`src/sv/ewq_pkg.sv`:
```
// Shared constants, codes and command types of the event wait queue manager.
`timescale 1ns / 1ps
`default_nettype none

package ewq_pkg;

  localparam int NUM_TYPES = 8;
  localparam int NUM_SLOTS = 16;

  localparam int EV_W     = 8;
  localparam int TASK_W   = 8;
  localparam int VAL_W    = 32;
  localparam int STATUS_W = 3;

  localparam int SLOT_W = (NUM_SLOTS > 1) ? $clog2(NUM_SLOTS) : 1;
  localparam int TYPE_W = (NUM_TYPES > 1) ? $clog2(NUM_TYPES) : 1;

  localparam logic [EV_W-1:0]   EV_LIMIT  = EV_W'(NUM_TYPES);
  localparam logic [SLOT_W-1:0] SLOT_LAST = SLOT_W'(NUM_SLOTS - 1);

  typedef enum logic [STATUS_W-1:0] {
    ST_QUEUED    = 3'd0,
    ST_BAD_ID    = 3'd1,
    ST_FULL      = 3'd2,
    ST_WOKEN     = 3'd3,
    ST_WOKEN_Z   = 3'd4,
    ST_NO_WAITER = 3'd5
  } status_t;

  // Write and read requests into the slot store.
  typedef struct packed {
    logic              busy_we;
    logic              busy_val;
    logic [SLOT_W-1:0] idx;
    logic              task_we;
    logic [TASK_W-1:0] task_id;
    logic              link_we;
    logic [SLOT_W-1:0] link_idx;
    logic [SLOT_W-1:0] link_val;
    logic              rd_en;
    logic [SLOT_W-1:0] rd_idx;
  } slot_cmd_t;

  // Write and read requests into the queue table.
  typedef struct packed {
    logic              rd_en;
    logic [TYPE_W-1:0] rd_idx;
    logic [TYPE_W-1:0] wr_idx;
    logic              ne_we;
    logic              ne_val;
    logic              first_we;
    logic [SLOT_W-1:0] first_val;
    logic              last_we;
    logic [SLOT_W-1:0] last_val;
  } queue_cmd_t;

endpackage

`default_nettype wire

```
`src/sv/ewq_slot_store.sv`:
```
// Wait slot pool: busy flags, task id memory and link memory.
`timescale 1ns / 1ps
`default_nettype none

module ewq_slot_store (
  input  wire logic                      clk,
  input  wire logic                      rst_n,
  input  wire ewq_pkg::slot_cmd_t        cmd,
  output logic [ewq_pkg::NUM_SLOTS-1:0]  busy,
  output logic [ewq_pkg::TASK_W-1:0]     rd_task,
  output logic [ewq_pkg::SLOT_W-1:0]     rd_link
);

  logic [ewq_pkg::NUM_SLOTS-1:0] busy_r;
  logic [ewq_pkg::TASK_W-1:0]    task_mem [ewq_pkg::NUM_SLOTS];
  logic [ewq_pkg::SLOT_W-1:0]    link_mem [ewq_pkg::NUM_SLOTS];
  logic [ewq_pkg::TASK_W-1:0]    rd_task_r;
  logic [ewq_pkg::SLOT_W-1:0]    rd_link_r;

  always_ff @(posedge clk) begin
    if (!rst_n) begin
      busy_r <= '0;
    end else if (cmd.busy_we) begin
      busy_r[cmd.idx] <= cmd.busy_val;
    end
  end

  always_ff @(posedge clk) begin
    if (cmd.task_we) begin
      task_mem[cmd.idx] <= cmd.task_id;
    end
    if (cmd.link_we) begin
      link_mem[cmd.link_idx] <= cmd.link_val;
    end
    if (cmd.rd_en) begin
      rd_task_r <= task_mem[cmd.rd_idx];
      rd_link_r <= link_mem[cmd.rd_idx];
    end
  end

  assign busy    = busy_r;
  assign rd_task = rd_task_r;
  assign rd_link = rd_link_r;

endmodule

`default_nettype wire

```
`src/sv/ewq_queue_table.sv`:
```
// Per event type queue heads, tails and nonempty flags.
`timescale 1ns / 1ps
`default_nettype none

module ewq_queue_table (
  input  wire logic                      clk,
  input  wire logic                      rst_n,
  input  wire ewq_pkg::queue_cmd_t       cmd,
  output logic [ewq_pkg::NUM_TYPES-1:0]  nonempty,
  output logic [ewq_pkg::SLOT_W-1:0]     rd_first,
  output logic [ewq_pkg::SLOT_W-1:0]     rd_last
);

  logic [ewq_pkg::NUM_TYPES-1:0] nonempty_r;
  logic [ewq_pkg::SLOT_W-1:0]    first_mem [ewq_pkg::NUM_TYPES];
  logic [ewq_pkg::SLOT_W-1:0]    last_mem  [ewq_pkg::NUM_TYPES];
  logic [ewq_pkg::SLOT_W-1:0]    rd_first_r;
  logic [ewq_pkg::SLOT_W-1:0]    rd_last_r;

  always_ff @(posedge clk) begin
    if (!rst_n) begin
      nonempty_r <= '0;
    end else if (cmd.ne_we) begin
      nonempty_r[cmd.wr_idx] <= cmd.ne_val;
    end
  end

  always_ff @(posedge clk) begin
    if (cmd.first_we) begin
      first_mem[cmd.wr_idx] <= cmd.first_val;
    end
    if (cmd.last_we) begin
      last_mem[cmd.wr_idx] <= cmd.last_val;
    end
    if (cmd.rd_en) begin
      rd_first_r <= first_mem[cmd.rd_idx];
      rd_last_r  <= last_mem[cmd.rd_idx];
    end
  end

  assign nonempty = nonempty_r;
  assign rd_first = rd_first_r;
  assign rd_last  = rd_last_r;

endmodule

`default_nettype wire

```
`src/sv/event_wait_queue_manager_core.sv`:
```
// Top level of the event wait queue manager: sequencer, free slot scan, result register.
//
// Keeps a pool of wait slots linked into one FIFO per event type. An await
// word (action 0) takes the lowest free slot, stores the task id and appends
// the slot to its type's queue; an event word (action 1) pops the oldest
// waiter of its type and returns its task id with the value (status 4 when
// the value is zero). One word is handled at a time. The free slot search
// steps one slot per cycle through a single compare, and a full pool is
// reported once the last slot has been found busy. An event first reads
// the queue table and then the slot store, both registered reads, before
// the head slot is freed. Bad ids and empty queues report straight from
// the accept, with no scan. A result waiting in the output register does
// not stop the next word from being accepted.
`timescale 1ns / 1ps
`default_nettype none

module event_wait_queue_manager_core (
  input  wire logic                           clk,
  input  wire logic                           rst_n,
  input  wire logic                           in_valid,
  output logic                                in_ready,
  input  wire logic                           in_action,
  input  wire logic [ewq_pkg::EV_W-1:0]       in_event_id,
  input  wire logic [ewq_pkg::TASK_W-1:0]     in_task_id,
  input  wire logic [ewq_pkg::VAL_W-1:0]      in_event_value,
  output logic                                out_valid,
  input  wire logic                           out_ready,
  output logic [ewq_pkg::STATUS_W-1:0]        out_status,
  output logic [ewq_pkg::TASK_W-1:0]          out_woken_task,
  output logic [ewq_pkg::VAL_W-1:0]           out_wake_value
);

  typedef enum logic [2:0] {
    S_IDLE,
    S_SCAN,
    S_POP_RD,
    S_POP_WR,
    S_DONE
  } state_t;

  state_t                        state_r, state_nxt;
  logic [ewq_pkg::TYPE_W-1:0]    ev_r, ev_nxt;
  logic [ewq_pkg::TASK_W-1:0]    task_r, task_nxt;
  logic [ewq_pkg::VAL_W-1:0]     val_r, val_nxt;
  logic [ewq_pkg::SLOT_W-1:0]    scan_r, scan_nxt;
  ewq_pkg::status_t              res_status_r, res_status_nxt;
  logic [ewq_pkg::TASK_W-1:0]    res_task_r, res_task_nxt;
  logic [ewq_pkg::VAL_W-1:0]     res_value_r, res_value_nxt;
  logic                          out_valid_r, out_valid_nxt;
  ewq_pkg::status_t              out_status_r, out_status_nxt;
  logic [ewq_pkg::TASK_W-1:0]    out_task_r, out_task_nxt;
  logic [ewq_pkg::VAL_W-1:0]     out_value_r, out_value_nxt;

  ewq_pkg::slot_cmd_t            slot_cmd;
  ewq_pkg::queue_cmd_t           queue_cmd;
  logic [ewq_pkg::NUM_SLOTS-1:0] busy;
  logic [ewq_pkg::TASK_W-1:0]    rd_task;
  logic [ewq_pkg::SLOT_W-1:0]    rd_link;
  logic [ewq_pkg::NUM_TYPES-1:0] nonempty;
  logic [ewq_pkg::SLOT_W-1:0]    q_first;
  logic [ewq_pkg::SLOT_W-1:0]    q_last;
  logic [ewq_pkg::TYPE_W-1:0]    in_type;
  logic [ewq_pkg::TYPE_W-1:0]    cur_type;

  assign in_type  = in_event_id[ewq_pkg::TYPE_W-1:0];
  assign cur_type = ev_r;
  assign in_ready = (state_r == S_IDLE);

  ewq_slot_store u_slot_store (
    .clk     (clk),
    .rst_n   (rst_n),
    .cmd     (slot_cmd),
    .busy    (busy),
    .rd_task (rd_task),
    .rd_link (rd_link)
  );

  ewq_queue_table u_queue_table (
    .clk      (clk),
    .rst_n    (rst_n),
    .cmd      (queue_cmd),
    .nonempty (nonempty),
    .rd_first (q_first),
    .rd_last  (q_last)
  );

  always_comb begin
    state_nxt      = state_r;
    ev_nxt         = ev_r;
    task_nxt       = task_r;
    val_nxt        = val_r;
    scan_nxt       = scan_r;
    res_status_nxt = res_status_r;
    res_task_nxt   = res_task_r;
    res_value_nxt  = res_value_r;
    out_valid_nxt  = out_valid_r & ~out_ready;
    out_status_nxt = out_status_r;
    out_task_nxt   = out_task_r;
    out_value_nxt  = out_value_r;
    slot_cmd       = '0;
    queue_cmd      = '0;
    queue_cmd.wr_idx = cur_type;

    unique case (state_r)
      S_IDLE: begin
        if (in_valid) begin
          ev_nxt   = in_type;
          task_nxt = in_task_id;
          val_nxt  = in_event_value;
          queue_cmd.rd_en  = 1'b1;
          queue_cmd.rd_idx = in_type;
          res_task_nxt  = '0;
          res_value_nxt = '0;
          if (in_event_id >= ewq_pkg::EV_LIMIT) begin
            res_status_nxt = ewq_pkg::ST_BAD_ID;
            state_nxt      = S_DONE;
          end else if (!in_action) begin
            scan_nxt  = '0;
            state_nxt = S_SCAN;
          end else if (!nonempty[in_type]) begin
            res_status_nxt = ewq_pkg::ST_NO_WAITER;
            state_nxt      = S_DONE;
          end else begin
            state_nxt = S_POP_RD;
          end
        end
      end

      S_SCAN: begin
        // Step the busy compare one slot per cycle; take the first free one.
        if (!busy[scan_r]) begin
          slot_cmd.busy_we  = 1'b1;
          slot_cmd.busy_val = 1'b1;
          slot_cmd.idx      = scan_r;
          slot_cmd.task_we  = 1'b1;
          slot_cmd.task_id  = task_r;
          queue_cmd.last_we  = 1'b1;
          queue_cmd.last_val = scan_r;
          if (nonempty[cur_type]) begin
            slot_cmd.link_we  = 1'b1;
            slot_cmd.link_idx = q_last;
            slot_cmd.link_val = scan_r;
          end else begin
            queue_cmd.first_we  = 1'b1;
            queue_cmd.first_val = scan_r;
            queue_cmd.ne_we     = 1'b1;
            queue_cmd.ne_val    = 1'b1;
          end
          res_status_nxt = ewq_pkg::ST_QUEUED;
          state_nxt      = S_DONE;
        end else if (scan_r == ewq_pkg::SLOT_LAST) begin
          res_status_nxt = ewq_pkg::ST_FULL;
          state_nxt      = S_DONE;
        end else begin
          scan_nxt = scan_r + 1'b1;
        end
      end

      S_POP_RD: begin
        slot_cmd.rd_en  = 1'b1;
        slot_cmd.rd_idx = q_first;
        state_nxt       = S_POP_WR;
      end

      S_POP_WR: begin
        // Free the head slot and advance or empty the queue.
        slot_cmd.busy_we  = 1'b1;
        slot_cmd.busy_val = 1'b0;
        slot_cmd.idx      = q_first;
        if (q_first == q_last) begin
          queue_cmd.ne_we  = 1'b1;
          queue_cmd.ne_val = 1'b0;
        end else begin
          queue_cmd.first_we  = 1'b1;
          queue_cmd.first_val = rd_link;
        end
        res_task_nxt = rd_task;
        if (val_r == '0) begin
          res_status_nxt = ewq_pkg::ST_WOKEN_Z;
          res_value_nxt  = '0;
        end else begin
          res_status_nxt = ewq_pkg::ST_WOKEN;
          res_value_nxt  = val_r;
        end
        state_nxt = S_DONE;
      end

      S_DONE: begin
        // Hold the result until the output register frees up.
        if (!out_valid_r || out_ready) begin
          out_valid_nxt  = 1'b1;
          out_status_nxt = res_status_r;
          out_task_nxt   = res_task_r;
          out_value_nxt  = res_value_r;
          state_nxt      = S_IDLE;
        end
      end

      default: begin
        state_nxt = S_IDLE;
      end
    endcase
  end

  always_ff @(posedge clk) begin
    if (!rst_n) begin
      state_r     <= S_IDLE;
      out_valid_r <= 1'b0;
    end else begin
      state_r     <= state_nxt;
      out_valid_r <= out_valid_nxt;
    end
    ev_r         <= ev_nxt;
    task_r       <= task_nxt;
    val_r        <= val_nxt;
    scan_r       <= scan_nxt;
    res_status_r <= res_status_nxt;
    res_task_r   <= res_task_nxt;
    res_value_r  <= res_value_nxt;
    out_status_r <= out_status_nxt;
    out_task_r   <= out_task_nxt;
    out_value_r  <= out_value_nxt;
  end

  assign out_valid      = out_valid_r;
  assign out_status     = out_status_r;
  assign out_woken_task = out_task_r;
  assign out_wake_value = out_value_r;

endmodule

`default_nettype wire
```
`config.mk`:
```
export PLATFORM = sky130hd
export DESIGN_NAME = event_wait_queue_manager_core
export DESIGN_NICKNAME = d
export VERILOG_FILES = /design/src/sv/ewq_pkg.sv /design/src/sv/ewq_slot_store.sv /design/src/sv/ewq_queue_table.sv /design/src/sv/event_wait_queue_manager_core.sv
export SDC_FILE = /design/constraint.sdc
export NUM_CORES = 1
export LEC_CHECK = 0
export ABC_AREA = 1
export ABC_CLOCK_PERIOD_IN_PS = 5800
export BUFFER_PORTS_ARGS = -buffer_cell sky130_fd_sc_hd__buf_4
export CAP_MARGIN = 5
export CORE_MARGIN = 2
export CORE_UTILIZATION = 44
export DETAILED_ROUTE_END_ITERATION = 12
export SYNTH_ARGS = -nofsm -noshare
export SYNTH_HDL_FRONTEND = slang
export SYNTH_SLANG_ARGS = --single-unit
```
`constraint.sdc`:
```
create_clock -name clk -period 5.8 [get_ports clk]
set_clock_uncertainty 0.05 [all_clocks]
set_input_delay 1.16 -clock clk [delete_from_list [all_inputs] [get_ports clk]]
set_output_delay 1.16 -clock clk [all_outputs]
set_load 0.01 [all_outputs]
```
==> results of run 1 <==
==> final timing paths <==
check | start | slack (ns) | to
hold reg to reg | res_value_r[17] | 0.37 | out_wake_value[17]
setup reg to reg | scan_r[0] | 2.01 | u_queue_table.first_mem[2][0]
hold / removal | res_value_r[17] | 0.37 | out_wake_value[17]
setup / recovery | scan_r[0] | 2.01 | u_queue_table.first_mem[2][0]
==> registers in the layout, summed over array words and instances, names as in the netlist, 3 cells and up <==
signal	flops
state_r	3
u_queue_table.rd_first	4
u_slot_store.link_mem	64
val_r	32
u_slot_store.busy	16
res_status_r	3
res_task_r	8
out_woken_task	8
u_queue_table.first_mem	32
u_queue_table.nonempty	8
res_value_r	32
task_r	8
u_queue_table.rd_last	4
u_slot_store.rd_task	8
out_wake_value	32
u_queue_table.last_mem	32
cur_type	3
u_slot_store.task_mem	128
out_status	3
scan_r	4
u_slot_store.rd_link	4
==> final cells by class <==
type                            instances  area share
Clock inverter                         19     0.00822
Inverter                              136      0.0254
Multi-Input combinational cell        779       0.195
Clock buffer                           64      0.0623
Timing Repair Buffer                  113      0.0419
Tap cell                              525      0.0325
Sequential cell                       437       0.635
==> power by group through the flow <==
stage               clock [mW]  combinational (mW)  sequential, mW
finish                    2.79               0.239            3.53
global route              2.98               0.263            3.54
CTS                       2.85               0.241            3.53
detailed placement           0               0.240            3.60
global placement             0               0.237            3.60
floorplan                    0               0.131            3.60
==> stage by stage <==
stage	hold slack, ns	util	cells	setup WS, ns	instance area (um2)
floorplan	0.350	-	1416	1.53	17600
global placement	0.351	0.474	1990	2.22	18800
detailed placement	0.355	0.474	1990	2.13	18800
CTS	0.367	0.510	2073	2.13	20200
global route	0.377	0.510	2073	1.76	20200
finish	0.366	0.510	2073	2.01	20200
==> cell usage in the layout, fill, tap and decap left out, drive strengths merged, types with 10 or more instances in the layout <==
cell    instances
clkinv         16
a21oi          59
dfxtp          28
clkbuf         64
nand4          15
o21ai          76
nor2          327
o311ai         39
nand2         131
o32ai          10
edfxtp        409
inv           137
buf           113
o211ai         12
nand3          57
==> cells by family (layout without fill, tap and decap cells) <==
kind of cell / after synthesis / count (layout) / synth area share
xor gates and xnor gates: 2 / 2 / 0.000995
DFF: 437 / 437 / 0.730
buffers and inverters: 200 / 332 / 0.0479
and+or+nand+nor: 552 / 552 / 0.138
AOI/OAI and AO/OA: 224 / 224 / 0.0827
adders and majority gates: 1 / 1 / 0.000711
==> per-layer routing <==
metal  GRT usage  wire length (um)  vias up
met5           0                 0        -
met4      0.0719              1320        0
met3      0.0335              2580       84
met2       0.290             17600      375
met1       0.284             18200     5283
li1            -                 -     5219
==> synth_stat cells, drive strengths merged, types with 3 or more instances <==
cell	count	area share
nor2	327	0.076
o311ai	39	0.019
or3	7	0.0025
dfxtp	28	0.032
clkbuf	31	0.0067
o32ai	10	0.0050
clkinv	3	0.00071
nor4	8	0.0028
inv	133	0.029
nand2	131	0.029
a21oi	59	0.020
a31oi	8	0.0028
buf	33	0.012
nor3	4	0.0011
nand3	57	0.018
o211ai	12	0.0054
o21ai	76	0.022
o221ai	7	0.0035
o22ai	3	0.0011
a211oi	8	0.0034
nand4	15	0.0079
edfxtp	409	0.70
==> worst max-delay path, stage by stage (launching register included) <==
cell and delay, ns:
edfxtp_1 0.71, inv_2 0.24, nand2_1 0.11, nand2_1 0.06
nand2_1 0.07, nand3_2 0.11, nand3_4 0.16, nand3_4 0.27
nor2_1 0.70, inv_1 0.15, o21ai_0 0.81
==> impl_metrics.json, run 1 <==
{
  "clock-root-buffer": "clkbuf_16",
  "yosys.cell_types.count": 50,
  "period_minus_slack_ns": 3.79,
  "cts_sinks": 437,
  "die_y_um": 204,
  "regArea_um2": 12800,
  "cts.clk_slew.worst_paths_ns": 0.06,
  "tritoncts": "built",
  "r2r_cells": 10,
  "dr.pass1.iters": 5,
  "drt_iter0_drc": 899,
  "p_leak_nw": 7.19,
  "routed-via-count": 11000,
  "antenna_cells": 0,
  "finalSetupTns_ns": 0,
  "min_period_over_period": 0.653,
  "postSynthAreaPerCell_um2": 12.4,
  "power.internal_mw": 5.20,
  "start_util": 0.444,
  "seqPwrFrac": 0.538,
  "rows": 73,
  "drc": 0,
  "synth_area_um2": 17600,
  "swShare": 0.209,
  "cts_setup_buffers": 0,
  "cp-start-kind": "flop",
  "tightest_slew_ns": 1.31,
  "antenna_left": 0,
  "gr-total-overflow": 0,
  "status": "completed",
  "hold_violations": 0,
  "cts_made_buffers": 46,
  "finalSetupViolations": 0,
  "wirelength_um": 39700,
  "routedWlPerCell_um": 19.1,
  "power.density_nw_per_um2": 324,
  "final-max-slew-violation-count": 0,
  "async_flop_share": 0,
  "cts_buffer_depth": 3,
  "crit_path_end_kind": "flop",
  "comb_power_share": 0.036,
  "postSynthNetCount": 1470,
  "hpwl_um": 25700,
  "rsz0062_at_grt": "false",
  "max_cap_violations": 0,
  "fp.dieArea_um2": 41600,
  "port_buffers": 97,
  "ir_worst_vdd_uv": 206,
  "cp.arrival_ns": 3.96,
  "routed_via_density": 5.29,
  "nets": 1567,
  "multi_input_area_um2": 3950,
  "drive_gt1_frac": 0.150,
  "hold_depth": 0,
  "io_pins": 98,
  "p_switching_mw": 1.37,
  "coreArea_um2": 39600,
  "worst-setup-path-type": "reg -> reg",
  "die_w_um": 204,
  "antenna_found_initial": 0,
  "ctsHoldBuffers": 0,
  "yosys_warnings": 0,
  "synth_edf_count": 409,
  "power_mw": 6.57,
  "clock_latency_ns": 0.57,
  "worstPathMaxFanout": 19,
  "slew_headroom": 0.126,
  "post_cts_resized": 0,
  "track_usage": 0.193,
  "fillers": 3407,
  "synth_seq_cells": 437,
  "gp_congestion": 0.834,
  "seq_area_frac_synth": 0.730,
  "synth-main-ff-cell": "edfxtp_1",
  "fmax_mhz": 264,
  "grt_max_degree": 59,
  "netlist_instances": 1416,
  "hp-class": "reg -> reg",
  "worstPathRequired_ns": 5.97,
  "clkPwrFrac": 0.426,
  "grt_pass1_wl_um": 61300,
  "area_delta_synth_final_pct": 15.0,
  "h-tree-depth": 2,
  "grt_pass1_vias": 10500
}
(Power assumes the default switching activity.)
==> inputs of run 2 (changes only) <==
--- a/config.mk
+++ b/config.mk
@@ -6,7 +6,7 @@
 export NUM_CORES = 1
 export LEC_CHECK = 0
 export ABC_AREA = 1
-export ABC_CLOCK_PERIOD_IN_PS = 5800
+export ABC_CLOCK_PERIOD_IN_PS = 3400
 export BUFFER_PORTS_ARGS = -buffer_cell sky130_fd_sc_hd__buf_4
 export CAP_MARGIN = 5
 export CORE_MARGIN = 2
==> constraint.sdc (replaced) <==
create_clock -name clk -period 3.4 [get_ports clk]
set_clock_uncertainty 0.05 [all_clocks]
set_input_delay 0.68 -clock clk [delete_from_list [all_inputs] [get_ports clk]]
set_output_delay 0.68 -clock clk [all_outputs]
set_load 0.01 [all_outputs]
==> impl_metrics.json, run 2 (same netlist as run 1, synthesis figures left out) <==
{
  "status": "completed",
  "drc": 0,
  "post_cts_resized": 0,
  "cts_setup_buffers": 0,
  "crit_path_end_kind": "flop",
  "wl_met3_um": 3070,
  "max_cap_violations": 0,
  "largest_register_ffs": 128,
  "power.density_nw_per_um2": 547,
  "gr-total-overflow": 0,
  "antenna_left": 0,
  "ir_worst_vdd_uv": 447,
  "die_w_um": 204,
  "worst-setup-path-type": "reg -> reg",
  "routed-via-count": 11000,
  "hold_violations": 0,
  "pre_cts_slack_ns": 0.387,
  "nets": 1582,
  "clock-root-buffer": "clkbuf_16",
  "finalSetupViolations": 0,
  "cp_slowest_stage_delay_ns": 0.67,
  "final_cell_mix": "409 x edfxtp_1, 308 x nor2_1, 126 x nand2_1, 126 x buf_4, 119 x inv_1",
  "wl_met2_um": 18700,
  "cpMaxStageDelayCell": "edfxtp_1",
  "cts_buffer_depth": 3,
  "routedWlPerCell_um": 19.3,
  "cts_made_buffers": 46,
  "fillers": 3445,
  "cp-start-kind": "flop",
  "fp.dieArea_um2": 41600,
  "hpwl_um": 26700,
  "drive_gt1_frac": 0.159,
  "h-tree-depth": 2,
  "dr.pass1.iters": 5,
  "fmax_mhz": 329,
  "coreArea_um2": 39600,
  "area_delta_synth_final_pct": 15.6,
  "p_leak_nw": 7.26,
  "io_pins": 98,
  "worstPathMaxFanout": 15,
  "gp_congestion": 0.858,
  "hp-class": "in -> reg",
  "wirelength_um": 40400,
  "slew_headroom": 0.356,
  "routed_via_density": 5.28,
  "start_util": 0.444,
  "tritoncts": "built",
  "largestRegisters": "u_slot_store.task_mem x128, u_slot_store.link_mem x64",
  "grt_pass1_vias": 10800,
  "rsz0062_at_grt": "false",
  "cts.clk_slew.worst_paths_ns": 0.06,
  "cp.arrival_ns": 3.23,
  "tightest_slew_ns": 0.960,
  "ctsHoldBuffers": 0,
  "worst_slack_ns": 0.362,
  "wl_met1_um": 17300,
  "top_layer_used": "met5",
  "drt_iter0_drc": 915,
  "grt_pass1_wl_um": 61200,
  "crit_chain": "inv_2 > a21oi_1 > o21ai_0 > nand3_1 > nand4_1 > inv_1 > nor2_1 > a21oi_4 > nand3_1 > inv_1",
  "die_y_um": 204,
  "hold_slack_ns": 0.232,
  "finalSetupTns_ns": 0,
  "final-max-slew-violation-count": 0,
  "period_minus_slack_ns": 3.04,
  "antenna_found_initial": 2,
  "rows": 73,
  "layout_commonest_cell": "edfxtp_1",
  "min_period_over_period": 0.894,
  "top_register": "u_slot_store.task_mem",
  "grt_max_degree": 58,
  "cts_sinks": 437,
  "port_buffers": 97,
  "clock_latency_ns": 0.57,
  "worstPathRequired_ns": 3.59,
  "track_usage": 0.195
}
-- run 2: changes by cell type in the layout (fill, tap and decap cells not counted), moves of 2 or more --
cell / before / now
clkbuf_1: 15 / 10
buf_4: 113 / 126
buf_12: 0 / 2
inv_6: 3 / 1
clkinv_1: 6 / 10
clkinvlp_4: 0 / 4
-- run 2: layout make-up --
type	instances	area, um2	share of cell area
clock buffers	59	1250	0.0615
well taps	525	657	0.0323
inverters	136	514	0.0253
flip-flops and latches	437	12800	0.631
multi-input cells	779	3950	0.194
clock inverters	24	149	0.00732
repair buffers	128	986	0.0484
diodes	1	2.50	0.000123
-- run 2: layer usage --
layer,track usage,up-vias
li1,-,5243
met2,0.310,429
met5,0,-
met4,0.0743,2
met1,0.266,5269
met3,0.0410,94
-- run 2: critical path: cells and delay by family, from the launching register on --
family | cells | cell delay [ns]
buffers and inverters | 3 | 0.80
AND/OR/NAND/NOR | 4 | 0.66
AO/OA/AOI/OAI | 3 | 0.54
flip-flops | 1 | 0.67
-- run 2: final timing paths --
path                      startpoint                      endpoint  slack, ns  cells after the start
hold / removal    in_event_value[31]                     val_r[31]       0.23                      1
setup reg to reg           scan_r[0]  u_slot_store.task_mem[14][4]       0.36                     10
hold reg to reg       res_value_r[9]             out_wake_value[9]       0.37                      0
setup / recovery           scan_r[0]  u_slot_store.task_mem[14][4]       0.36                     10
-- run 2: metrics by stage --
stage / instances / power (mW) / instance area, um2 / util
2_1_floorplan: 1416 / 6.36 / 17600 / -
3_3_place_gp: 2005 / 6.55 / 18900 / 0.478
3_5_place_dp: 2005 / 6.56 / 18900 / 0.478
4_1_cts: 2088 / 11.2 / 20300 / 0.513
5_1_grt: 2088 / 11.5 / 20300 / 0.513
6_report: 2089 / 11.1 / 20400 / 0.513
-- run 2: where the power goes --
group / internal [mW] / switching, mW / leakage (nW) / total, mW
clock network: 2.67 / 2.02 / 0.681 / 4.69
logic: 0.149 / 0.267 / 2.54 / 0.416
registers: 5.97 / 0.0585 / 4.04 / 6.02
total: 8.79 / 2.35 / 7.26 / 11.1
